==> src/hdl/bounded_array_list_macros.svh <==
// Assertion macros used by the bounded array list RTL.
// Standalone header; the asserting module supplies clock and reset names.
`ifndef BOUNDED_ARRAY_LIST_MACROS_SVH
`define BOUNDED_ARRAY_LIST_MACROS_SVH

// Same-cycle implication, disabled while in reset.
`define BAL_ASSERT_IMP(label, clk, rst_n, ante, cons) \
    label: assert property (@(posedge clk) disable iff (!rst_n) (ante) |-> (cons)) \
        else $error("bounded_array_list check failed");

// Next-cycle implication, disabled while in reset.
`define BAL_ASSERT_NEXT(label, clk, rst_n, ante, cons) \
    label: assert property (@(posedge clk) disable iff (!rst_n) (ante) |=> (cons)) \
        else $error("bounded_array_list check failed");

`endif

==> src/hdl/bal_pkg.sv <==
// Package for the bounded array list: field widths, stream packing,
// request and status codes, and the sequencer state type. No dependencies.
package bal_pkg;

    localparam int BAL_DEPTH = 64;

    // Field widths
    localparam int FUNC_W = 2;
    localparam int POS_W  = 7;
    localparam int VAL_W  = 31;
    localparam int RPOS_W = 6;
    localparam int ST_W   = 3;
    localparam int CNT_W  = 7;

    // Stream packing
    localparam int S_TDATA_W = 40;
    localparam int M_TDATA_W = 48;
    localparam int M_USED_W  = VAL_W + RPOS_W + CNT_W;

    typedef enum logic [FUNC_W-1:0] {
        FN_INSERT = 2'd0,
        FN_REMOVE = 2'd1,
        FN_READ   = 2'd2,
        FN_SEARCH = 2'd3
    } t_func;

    typedef enum logic [ST_W-1:0] {
        ST_OK       = 3'd0,
        ST_FULL     = 3'd1,
        ST_EMPTY    = 3'd2,
        ST_RANGE    = 3'd3,
        ST_NOTFOUND = 3'd4
    } t_status;

    typedef enum logic [10:0] {
        S_IDLE = 11'b000_0000_0001,
        S_DISP = 11'b000_0000_0010,
        S_SHRD = 11'b000_0000_0100,
        S_SHWR = 11'b000_0000_1000,
        S_INS  = 11'b000_0001_0000,
        S_GOT  = 11'b000_0010_0000,
        S_RMRD = 11'b000_0100_0000,
        S_RMWR = 11'b000_1000_0000,
        S_SRD  = 11'b001_0000_0000,
        S_SCMP = 11'b010_0000_0000,
        S_SEND = 11'b100_0000_0000
    } t_state;

endpackage

==> src/hdl/bounded_array_list.sv <==
// Bounded array list top level: dual-port list memory plus a small sequencer.
// Depends on bal_pkg and bounded_array_list_macros.svh.
//
// Ordered list of up to DEPTH 31-bit entries, one request at a time. Insert
// and remove move the later entries one place through the list memory, one
// entry at a time (read, then write), so both take longer the more entries
// lie after the position. A search reads and compares one entry at a time
// against the request value and gives one beat per match (last beat marked)
// or one not-found beat. Each beat waits in an output register, so a stalled
// master side holds the sequencer only when a new beat must be emitted. Errors
// (full, empty, bad position) give one beat and change nothing. The slave side
// is ready only between requests. No memory clearing pass is needed after
// reset: only entries below the count are ever used.
module bounded_array_list
    import bal_pkg::*;
#(
    parameter int DEPTH = BAL_DEPTH
) (
    input  logic                 i_clk,
    input  logic                 i_rst_n,
    // request beats
    input  logic                 i_s_axis_tvalid,
    output logic                 o_s_axis_tready,
    input  logic [S_TDATA_W-1:0] i_s_axis_tdata,  // position[6:0], value[37:7], zero pad
    input  logic [FUNC_W-1:0]    i_s_axis_tuser,  // func[1:0]
    // result beats
    output logic                 o_m_axis_tvalid,
    input  logic                 i_m_axis_tready,
    output logic [M_TDATA_W-1:0] o_m_axis_tdata,  // result_value[30:0],
                                                  // result_position[36:31],
                                                  // entry_count[43:37], zero pad
    output logic [ST_W-1:0]      o_m_axis_tuser,  // status[2:0]
    output logic                 o_m_axis_tlast   // last
);

    localparam int AW = $clog2(DEPTH);
    localparam int CW = $clog2(DEPTH + 1);
    localparam logic [CW-1:0] CNT_FULL = CW'(DEPTH);

    // request registers
    t_state             r_state, n_state;
    t_func              r_func;
    logic [POS_W-1:0]   r_pos;
    logic [VAL_W-1:0]   r_val;
    logic [CW-1:0]      r_count, n_count;
    logic [AW-1:0]      r_idx, n_idx;
    logic               r_hit, n_hit;      // pending search match not yet sent
    logic [AW-1:0]      r_hit_pos, n_hit_pos;

    // list memory
    logic [VAL_W-1:0]   r_mem [DEPTH];
    logic [VAL_W-1:0]   r_rdata;
    logic               mem_we;
    logic [AW-1:0]      mem_waddr, mem_raddr;
    logic [VAL_W-1:0]   mem_wdata;

    // output register
    logic               r_out_valid;
    logic [VAL_W-1:0]   r_out_val;
    logic [RPOS_W-1:0]  r_out_pos;
    t_status            r_out_st;
    logic [CNT_W-1:0]   r_out_cnt;
    logic               r_out_last;

    logic               s_accept;
    logic               out_free;
    logic               emit;
    logic [VAL_W-1:0]   e_val;
    logic [RPOS_W-1:0]  e_pos;
    t_status            e_st;
    logic               e_last;

    logic [AW-1:0]      pos_aw, idx_m1, idx_p1;
    logic [POS_W-1:0]   cnt_p;
    logic               is_full, is_empty, pos_gt, pos_ge, idx_at_cnt, idx_is_last;
    logic               hit;
    logic               err;
    t_status            err_st;

    assign o_s_axis_tready = (r_state == S_IDLE);
    assign s_accept        = i_s_axis_tvalid && o_s_axis_tready;
    assign out_free        = !r_out_valid || i_m_axis_tready;

    assign pos_aw      = r_pos[AW-1:0];
    assign idx_m1      = r_idx - AW'(1);
    assign idx_p1      = r_idx + AW'(1);
    assign cnt_p       = POS_W'(r_count);
    assign is_full     = (r_count == CNT_FULL);
    assign is_empty    = (r_count == '0);
    assign pos_gt      = (r_pos > cnt_p);
    assign pos_ge      = (r_pos >= cnt_p);
    assign idx_at_cnt  = (CW'(r_idx) == r_count);
    assign idx_is_last = ((CW'(r_idx) + CW'(1)) == r_count);
    assign hit         = (r_rdata == r_val);

    // error check on the latched request
    always_comb begin
        err    = 1'b0;
        err_st = ST_OK;
        unique case (r_func)
            FN_INSERT: begin
                if (is_full) begin
                    err    = 1'b1;
                    err_st = ST_FULL;
                end else if (pos_gt) begin
                    err    = 1'b1;
                    err_st = ST_RANGE;
                end
            end
            FN_REMOVE, FN_READ: begin
                if (is_empty) begin
                    err    = 1'b1;
                    err_st = ST_EMPTY;
                end else if (pos_ge) begin
                    err    = 1'b1;
                    err_st = ST_RANGE;
                end
            end
            FN_SEARCH: begin
                if (is_empty) begin
                    err    = 1'b1;
                    err_st = ST_EMPTY;
                end
            end
            default: begin
                err    = 1'b0;
                err_st = ST_OK;
            end
        endcase
    end

    // sequencer
    always_comb begin
        n_state   = r_state;
        n_count   = r_count;
        n_idx     = r_idx;
        n_hit     = r_hit;
        n_hit_pos = r_hit_pos;
        emit      = 1'b0;
        e_val     = r_val;
        e_pos     = '0;
        e_st      = ST_OK;
        e_last    = 1'b1;
        mem_we    = 1'b0;
        mem_waddr = r_idx;
        mem_wdata = r_rdata;
        mem_raddr = r_idx;
        unique case (r_state)
            S_IDLE: begin
                n_hit = 1'b0;
                if (s_accept) begin
                    n_state = S_DISP;
                end
            end
            S_DISP: begin
                mem_raddr = pos_aw;
                n_idx     = '0;
                if (err) begin
                    emit = out_free;
                    e_st = err_st;
                    if (out_free) begin
                        n_state = S_IDLE;
                    end
                end else begin
                    unique case (r_func)
                        FN_INSERT: begin
                            if (r_pos == cnt_p) begin
                                n_state = S_INS;
                            end else begin
                                n_idx   = r_count[AW-1:0];
                                n_state = S_SHRD;
                            end
                        end
                        FN_REMOVE, FN_READ: n_state = S_GOT;
                        FN_SEARCH:          n_state = S_SRD;
                        default:            n_state = S_IDLE;
                    endcase
                end
            end
            // open a hole at the insert position, top entry first
            S_SHRD: begin
                mem_raddr = idx_m1;
                n_state   = S_SHWR;
            end
            S_SHWR: begin
                mem_raddr = idx_m1;
                mem_we    = 1'b1;
                n_idx     = idx_m1;
                n_state   = (idx_m1 == pos_aw) ? S_INS : S_SHRD;
            end
            S_INS: begin
                if (out_free) begin
                    mem_we    = 1'b1;
                    mem_waddr = pos_aw;
                    mem_wdata = r_val;
                    n_count   = r_count + CW'(1);
                    emit      = 1'b1;
                    e_pos     = RPOS_W'(pos_aw);
                    n_state   = S_IDLE;
                end
            end
            // r_rdata holds the entry at the request position
            S_GOT: begin
                mem_raddr = pos_aw;
                if (out_free) begin
                    emit  = 1'b1;
                    e_val = r_rdata;
                    e_pos = RPOS_W'(pos_aw);
                    if (r_func == FN_REMOVE) begin
                        n_count = r_count - CW'(1);
                        n_idx   = pos_aw;
                        n_state = S_RMRD;
                    end else begin
                        n_state = S_IDLE;
                    end
                end
            end
            // close the gap; count already holds the new size
            S_RMRD: begin
                mem_raddr = idx_p1;
                n_state   = idx_at_cnt ? S_IDLE : S_RMWR;
            end
            S_RMWR: begin
                mem_raddr = idx_p1;
                mem_we    = 1'b1;
                n_idx     = idx_p1;
                n_state   = S_RMRD;
            end
            S_SRD: begin
                n_state = S_SCMP;
            end
            // a match is held back one step so the final one can carry last
            S_SCMP: begin
                if (!(hit && r_hit && !out_free)) begin
                    if (hit) begin
                        if (r_hit) begin
                            emit   = 1'b1;
                            e_pos  = RPOS_W'(r_hit_pos);
                            e_last = 1'b0;
                        end
                        n_hit     = 1'b1;
                        n_hit_pos = r_idx;
                    end
                    if (idx_is_last) begin
                        n_state = S_SEND;
                    end else begin
                        n_idx   = idx_p1;
                        n_state = S_SRD;
                    end
                end
            end
            S_SEND: begin
                if (out_free) begin
                    emit    = 1'b1;
                    n_state = S_IDLE;
                    if (r_hit) begin
                        e_pos = RPOS_W'(r_hit_pos);
                    end else begin
                        e_st = ST_NOTFOUND;
                    end
                end
            end
            default: begin
                n_state = S_IDLE;
            end
        endcase
    end

    always_ff @(posedge i_clk) begin
        if (!i_rst_n) begin
            r_state <= S_IDLE;
            r_count <= '0;
            r_hit   <= 1'b0;
        end else begin
            r_state <= n_state;
            r_count <= n_count;
            r_hit   <= n_hit;
        end
    end

    always_ff @(posedge i_clk) begin
        r_idx     <= n_idx;
        r_hit_pos <= n_hit_pos;
        if (s_accept) begin
            r_func <= t_func'(i_s_axis_tuser);
            r_pos  <= i_s_axis_tdata[POS_W-1:0];
            r_val  <= i_s_axis_tdata[POS_W+VAL_W-1:POS_W];
        end
    end

    // list memory, one write and one registered read per cycle
    always_ff @(posedge i_clk) begin
        if (mem_we) begin
            r_mem[mem_waddr] <= mem_wdata;
        end
        r_rdata <= r_mem[mem_raddr];
    end

    // output register
    always_ff @(posedge i_clk) begin
        if (!i_rst_n) begin
            r_out_valid <= 1'b0;
        end else if (emit) begin
            r_out_valid <= 1'b1;
        end else if (i_m_axis_tready) begin
            r_out_valid <= 1'b0;
        end
    end

    always_ff @(posedge i_clk) begin
        if (emit) begin
            r_out_val  <= e_val;
            r_out_pos  <= e_pos;
            r_out_st   <= e_st;
            r_out_cnt  <= CNT_W'(n_count);
            r_out_last <= e_last;
        end
    end

    assign o_m_axis_tvalid = r_out_valid;
    assign o_m_axis_tdata  = {(M_TDATA_W - M_USED_W)'(0), r_out_cnt, r_out_pos, r_out_val};
    assign o_m_axis_tuser  = r_out_st;
    assign o_m_axis_tlast  = r_out_last;

`include "bounded_array_list_macros.svh"

    // the count moves only with the beat that reports it; a final beat ends the
    // request, except that a remove still compacts the list afterwards
    `BAL_ASSERT_IMP(a_count_bound, i_clk, i_rst_n, 1'b1, r_count <= CNT_FULL)
    `BAL_ASSERT_IMP(a_count_emit, i_clk, i_rst_n, n_count != r_count, emit)
    `BAL_ASSERT_NEXT(a_last_ends, i_clk, i_rst_n, emit && e_last, o_s_axis_tready || r_state == S_RMRD)
    `BAL_ASSERT_IMP(a_hit_search, i_clk, i_rst_n, r_hit, r_func == FN_SEARCH)

endmodule
==> config.mk <==
export PLATFORM = sky130hd
export DESIGN_NAME = bounded_array_list
export DESIGN_NICKNAME = d
export VERILOG_FILES = /design/src/hdl/bal_pkg.sv /design/src/hdl/bounded_array_list.sv
export VERILOG_INCLUDE_DIRS = /design/src /design/src/hdl
export SDC_FILE = /design/constraint.sdc
export NUM_CORES = 2
export LEC_CHECK = 0
export ABC_CLOCK_PERIOD_IN_PS = 8700
export BUFFER_PORTS_ARGS = -buffer_cell sky130_fd_sc_hd__clkbuf_2
export CORE_ASPECT_RATIO = 1.5
export CORE_MARGIN = 4
export CORE_UTILIZATION = 41
export CTS_CLUSTER_SIZE = 25
export DETAILED_ROUTE_END_ITERATION = 10
export PLACE_DENSITY = 0.6
export SLEW_MARGIN = 5
export SYNTH_ARGS = -nofsm -noshare
export SYNTH_HDL_FRONTEND = slang
export SYNTH_SLANG_ARGS = --single-unit
export TNS_END_PERCENT = 30
==> constraint.sdc <==
create_clock -name i_clk -period 8.7 [get_ports i_clk]
set_input_delay 0 -clock i_clk [delete_from_list [all_inputs] [get_ports i_clk]]
set_output_delay 0 -clock i_clk [all_outputs]
set_load 0.02 [all_outputs]
-- Word level (Yosys, flattened, before mapping)
Memory sizes are Yosys's and may differ from the RTL's. A register that Yosys moved wholly into a read port is not among the register bits.
Index checks and enable logic that the tools add are counted.
Widths: inputs -> output; s select.
- reduce and logical (&&, ||, !) cells: 24
- bitwise operators: 3
- $add $sub $neg: 5
- eq/ne operators: 26
- multiplexer cells: 68
- $lt $le $gt $ge: 2
- operator list (kind ; count):
    $mux 31 ; 4
    $pmux 11 s10 ; 1
    $mux 6 ; 14
    $mux 11 ; 6
    $pmux 6 s3 ; 2
    $pmux 11 s3 ; 1
    $eq 31x31->1 ; 1
    $pmux 6 s5 ; 1
    $mux 7 ; 4
    $mux 1 ; 17
    $eq 7x7->1 ; 2
    $pmux 7 s2 ; 1
    $reduce_or 2->1 ; 7
    $eq 11x1->1 const B ; 1
    $eq 11x10->1 const B ; 1
    $eq 11x11->1 const B ; 1
    $eq 11x2->1 const B ; 1
    $eq 11x3->1 const B ; 1
    $eq 11x4->1 const B ; 1
    $eq 11x5->1 const B ; 1
    $eq 11x6->1 const B ; 1
    $eq 11x7->1 const B ; 1
    $eq 11x8->1 const B ; 1
    $eq 11x9->1 const B ; 1
    other kinds (33) ; 56
- memory bits (writable): 1984
- word-level logic and storage cells: 143
- flip-flop bits (word level): 120
- memories kept: 1
- memory list (memory ; depth ; bits a word ; read ports ; clocked after memory_dff ; wr ports ; line ; RTL):
    r_mem ; 64 ; 31 ; 1 ; 1 ; 1 ; bounded_array_list.sv:51 ; logic [VAL_W-1:0] r_mem [DEPTH];

-- Longest topological paths before layout
- depth in word-level cells: 7
- depth in mapped cells: 16
- mapped depth without buffers: 11

-- Worst setup path before layout
Ideal clock, no wire load.
- kind: register to register
- from: register r_state[4]
- to: register r_out_last, in the netlist o_m_axis_tlast (enable)
- arrival: 4203 ps
- period minus slack after synthesis: 4656 ps
- path buffers: 1
- slack: 4044 ps
- cell stages (with the launch flop): 9
- path through: dfxtp_1 > buf_2 > or4_4 > nor3_1 > nand2_1 > nor3_1 > a21oi_1 > nor2b_1 > nor2_1
- cells in the longest elaborated chain, start to end: 3
- elaborated cells between the ends (all ways): 7
- classes of those cells: eq/ne (5); mux (1); reduce/logical (1)
- ends and longest elaborated chain (item ; line ; RTL):
    start, declared ; bounded_array_list.sv:41 ; t_state r_state, n_state;
    start signal, assigned ; bounded_array_list.sv:275 ; r_state <= n_state;
    $eq 11x11->1, or another cell as far along ; bounded_array_list.sv:148 ; unique case (r_state)
    $reduce_or 3->1 (no line) ; - ;
    $pmux 1 s3 (*) ; bounded_array_list.sv:148 ;
    net emit ; bounded_array_list.sv:67 ; logic emit;
    end signal, assigned ; bounded_array_list.sv:316 ; r_out_last <= e_last;
    end, declared ; bounded_array_list.sv:63 ; logic r_out_last;
Mark *: on every way through the listed nets, which the timed path passes. The rest lies on a longest branch.
A chain may end at the register's enable or synchronous reset.

-- Worst setup path in the final report
- from: register r_state[10]
- to: memory r_mem[25][30] (enable)
- cells in the longest elaborated chain, start to end: 5
- elaborated cells between the ends (all ways): 8
- classes of those cells: eq/ne (3); mux (4); reduce/logical (1)
- ends and longest elaborated chain (item ; line ; RTL):
    $eq 11x8->1 / $eq 11x4->1 (equally long branches) ; bounded_array_list.sv:148 ;
    $reduce_or 2->1 (no line) ; - ;
    $pmux 1 s2 ; bounded_array_list.sv:148 ;
    $mux 1 ; bounded_array_list.sv:293 ; if (mem_we) begin
    $mux 1 (implied by the code) ; bounded_array_list.sv:294 ; r_mem[mem_waddr] <= mem_wdata;
    end, declared ; bounded_array_list.sv:51 ;
Several ways; a longest one is shown, not always the timed one.

==> results by stage <==
Power and ir drop:
- The leakage power is roughly 32 nW.
- The power per standard cell area is 283.9 nW/um2.
- The worst voltage drop across the vdd grid is between 200 and 250 uV.

Finish:
- The number of fill cells is 17,630.
- Cells with a size suffix above 1 make up 10.65% of the layout.
- At the end of the flow, the number of nets in the layout was roughly 6,500.
- From synthesis to final layout, the design area changed by 13.13%.
- Registers take 63,600 um2.
- The multi-input gate area in the final layout is just over 20,000 um2.

Route:
- The iteration count of the initial detailed-routing pass is 6.
- The DRC violation count after routing is 0.
- The sum of routed wire length over all layers is 247,400 um.
- The post-route antenna net violation count is 0.
- The detailed router finished its first iteration with 5,861 violations.
- The average routed wire per standard cell is 26.83 um.
- The post-detailed-route via-to-cell ratio is 5.756.
- The total via count after detailed routing is ~53,000.

Critical path:
- The kind of start point of the critical path is a flop.
- The critical path is of the reg2reg type.
- The data arrival time at the worst-slack endpoint is 6.03 ns.
- The logic depth of the worst register-to-register path is 7.
- The required time of the critical path is 9.16 ns.
- The maximum net fanout on the critical path is 31.
- The kind of end point of the critical path is a flop.
- The critical path starts at r_state[10].
- The launching point of the worst reg2reg path is r_state[10].

Yosys:
- Summing every instance area after synthesis gives 84,880 um2.
- Synthesis produced a netlist whose cell count is 6,248.
- For this run, the leading register cell type out of synthesis is sky130_fd_sc_hd__edfxtp_1.
- During synthesis, Yosys emitted a total of 0 warnings.
- For this run, asynchronously set or reset flops after synthesis account for 0%.
- The sequential area share after synthesis is 74.93%.
- In this run, synthesis inferred roughly 2,100 flip-flops with an integrated enable.
- The synthesized design devotes to its leading area cell type ~74% of total area.
- Counting flops and latches in the post-synthesis netlist gives about 2,100.
- The most instantiated library cell after synthesis is sky130_fd_sc_hd__edfxtp_1.
- By count the netlist is led by sky130_fd_sc_hd__edfxtp_1 (2,084), sky130_fd_sc_hd__nand2_1 (1,626), sky130_fd_sc_hd__nand3_1 (570).
- The synthesized design spends more area on one cell type than any other, namely sky130_fd_sc_hd__edfxtp_1.
- In this run the mean area of a mapped cell was 13.58 um2.
- Sorting the synthesized cells by area gives the leading types as sky130_fd_sc_hd__edfxtp_1 (74%), sky130_fd_sc_hd__nand2_1 (7.2%), sky130_fd_sc_hd__nand3_1 (3.4%), sky130_fd_sc_hd__mux2i_1 (2.4%), sky130_fd_sc_hd__a21oi_1 (1.9%).
- After synthesis, the netlist uses 77 different library cells.

STA:
- The post-route setup TNS is 0 ns.
- The final critical path time including I/O delays and setup is between 5 and 6 ns.
- The count of endpoints failing hold in the final timing report is 0.
- The share of the clock period used by the worst path is between 60% and 70%.
- Setup repair after global routing left no endpoint under its margin.
- The worst-case clock skew is around 0.085 ns.
- The transition time at the pin with the least slew margin is roughly 1.3 ns.
- Headroom to the max-slew limit came out at 15.88%.
- Setup violations remaining at the end of the flow were counted as 0.
- Hold timing on the final database bottoms out at a slack of 0.1425 ns.
- Derived from the worst setup path, the maximum achievable clock frequency is 179.6 MHz.
- The final number of max-transition violations was 0.

Clock network:
- The cell sitting at the root of the clock tree is a sky130_fd_sc_hd__clkbuf_16.
- The number of resized instances in the post-cts repair step is 0.
- The CTS H-tree depth is 4.
- Buffers added to address setup during post-CTS repair amount to 0.
- Clock latency on the worst-skew pair, taken at its later pin, is approximately 0.86 ns.
- Counting every sink on the clock net gives 2,135.
- The longest clock path from root to sink contains 4 buffers.
- In this run, post-CTS hold repair placed 83 buffers.
- In this run, CTS created clock tree buffers numbering 195.
- Clock-pin slew was measured on the worst setup and hold paths at about 0.070 ns.
- TritonCTS built the clock tree.

Global route:
- The via count of the first global-routing pass is ~50,000.
- The sum of overflow across all layers after global routing is 0.
- The maximum number of pins on one net before global-route repair is 193.
- The initial antenna violation count came to 6.
- The global-route wire length before repair is approximately 350,000 um.
- Global routing consumed, over all layers together, 22.29% of the routing resources.

Worst hold path:
- Along the worst hold path, the cell count comes to 4.
- The origin of the worst min-delay path is i_rst_n.
- The path class of the lowest-slack min-delay path is in2reg.

Floorplan:
- The floorplan step defined a die boundary enclosing 214,500 um2.
- The area of the core is between 200,000 and 250,000 um2.
- The initial core utilization is just over 40%.
- 100 I/O pins were placed.
- The number of rows created at floorplan is 204.
- In this run the horizontal extent of the chip is 379.5 um.
- The die height is about 570 um.

Place:
- The count of input and output buffers is 93.
- The global placement routability congestion is 0.8845.
- The final HPWL from detailed placement is 134,600 um.

Flow run:
- The tool flagged a number of max-cap violations equal to 0.

Run status:
- The run finished with clean final reports.
-- power breakdown --
group	total, W	internal, W	switching (W)
Clock	0.00817	0.00452	0.00365
Combinational	0.00593	0.00123	0.00470
Sequential	0.0132	0.0129	0.000225
-- metal layers --
| metal | up-vias | global-route usage (%) | part of all wire [%] |
|---|---|---|---|
| met5 | - | 0 | 0 |
| met3 | 515 | 3.085 | 6.8 |
| met2 | 2267 | 38.55 | 50 |
| li1 | 23540 | - | - |
| met1 | 26760 | 26.73 | 37 |
| met4 | 0 | 13.08 | 6.4 |
-- sequential cells by signal, summed over array words and instances (netlist names) --
signal	flops
r_mem	1984
r_out_val	31
r_rdata	31
r_val	31
r_state	11
cnt_p	7
r_out_cnt	7
r_pos	7
r_hit_pos	6
r_idx	6
r_out_pos	6
o_m_axis_tuser	3
r_func	2
o_m_axis_tlast	1
o_m_axis_tvalid	1
r_hit	1
-- path summary, 6_finish.rpt --
path | slack, ns | end
max | 3.13 | r_mem[25][30]
min | 0.14 | r_state[7]
max reg2reg | 3.13 | r_mem[25][30]
min reg2reg | 0.53 | r_state[9]
-- metrics by stage --
stage | worst slack, ns | std cells | utilization (%) | cell area [um2] | power (W)
after floorplan | 4.044 | 6251 | - | 84890 | 0.01639
after global placement | 3.292 | 8797 | 43.33 | 89260 | 0.01909
after detailed placement | 3.329 | 8797 | 43.33 | 89260 | 0.01923
after CTS | 3.340 | 9220 | 46.61 | 96020 | 0.02734
after global routing | 3.108 | 9221 | 46.61 | 96020 | 0.02810
final | 3.132 | 9222 | 46.62 | 96020 | 0.02726
-- critical path: stages (launching register included) --
cell	delay (ns)
sky130_fd_sc_hd__dfxtp_1	0.35
sky130_fd_sc_hd__nor3_1	0.55
sky130_fd_sc_hd__nand2_1	0.27
sky130_fd_sc_hd__nor3_1	0.60
sky130_fd_sc_hd__nand2_1	0.29
sky130_fd_sc_hd__o31ai_1	0.73
sky130_fd_sc_hd__nand3_1	1.10
sky130_fd_sc_hd__nor2_4	1.32
-- kinds of logic after synthesis --
logic type	after synthesis	share of synthesized area (%)
AOI/OAI and AO/OA	797	6.204
xor gates and xnor gates	65	0.6707
adders and majority gates	15	0.2211
buffers and inverters	426	2.134
DFF	2135	74.93
muxes	238	2.854
other	1	0.004418
and+or+nand+nor	2571	12.98
-- area by class of cell --
cell class | instances | area share, %
multi-input cells | 3690 | 21.07
flip-flops and latches | 2135 | 66.24
well taps | 2678 | 3.490
repair buffers | 354 | 2.937
clock buffers | 246 | 5.423
clock inverters | 94 | 0.7506
diodes | 2 | 0.005212
inverters | 23 | 0.08991
-- layout by cell type (no fill, tap or decap), types with 32 or more instances in the layout --
master and count:
sky130_fd_sc_hd__clkinv_2 36, sky130_fd_sc_hd__nor3_1 80, sky130_fd_sc_hd__clkbuf_16 200, sky130_fd_sc_hd__clkinv_1 36
sky130_fd_sc_hd__clkbuf_1 43, sky130_fd_sc_hd__a31oi_1 117, sky130_fd_sc_hd__nor2_4 71, sky130_fd_sc_hd__a21oi_1 315
sky130_fd_sc_hd__mux2i_1 206, sky130_fd_sc_hd__dlygate4sd3_1 83, sky130_fd_sc_hd__and3_1 33, sky130_fd_sc_hd__buf_4 163
sky130_fd_sc_hd__nor4_1 42, sky130_fd_sc_hd__dfxtp_1 51, sky130_fd_sc_hd__or4_1 33, sky130_fd_sc_hd__a221oi_1 35
sky130_fd_sc_hd__nor2_1 45, sky130_fd_sc_hd__nand3_1 569, sky130_fd_sc_hd__clkbuf_2 93, sky130_fd_sc_hd__o211ai_1 37
sky130_fd_sc_hd__nand2_1 1594, sky130_fd_sc_hd__mux2_2 32, sky130_fd_sc_hd__a32oi_1 95, sky130_fd_sc_hd__o31ai_1 38
sky130_fd_sc_hd__xor2_1 44, sky130_fd_sc_hd__edfxtp_1 2084
No activity file was read; power rests on OpenSTA's default activity.
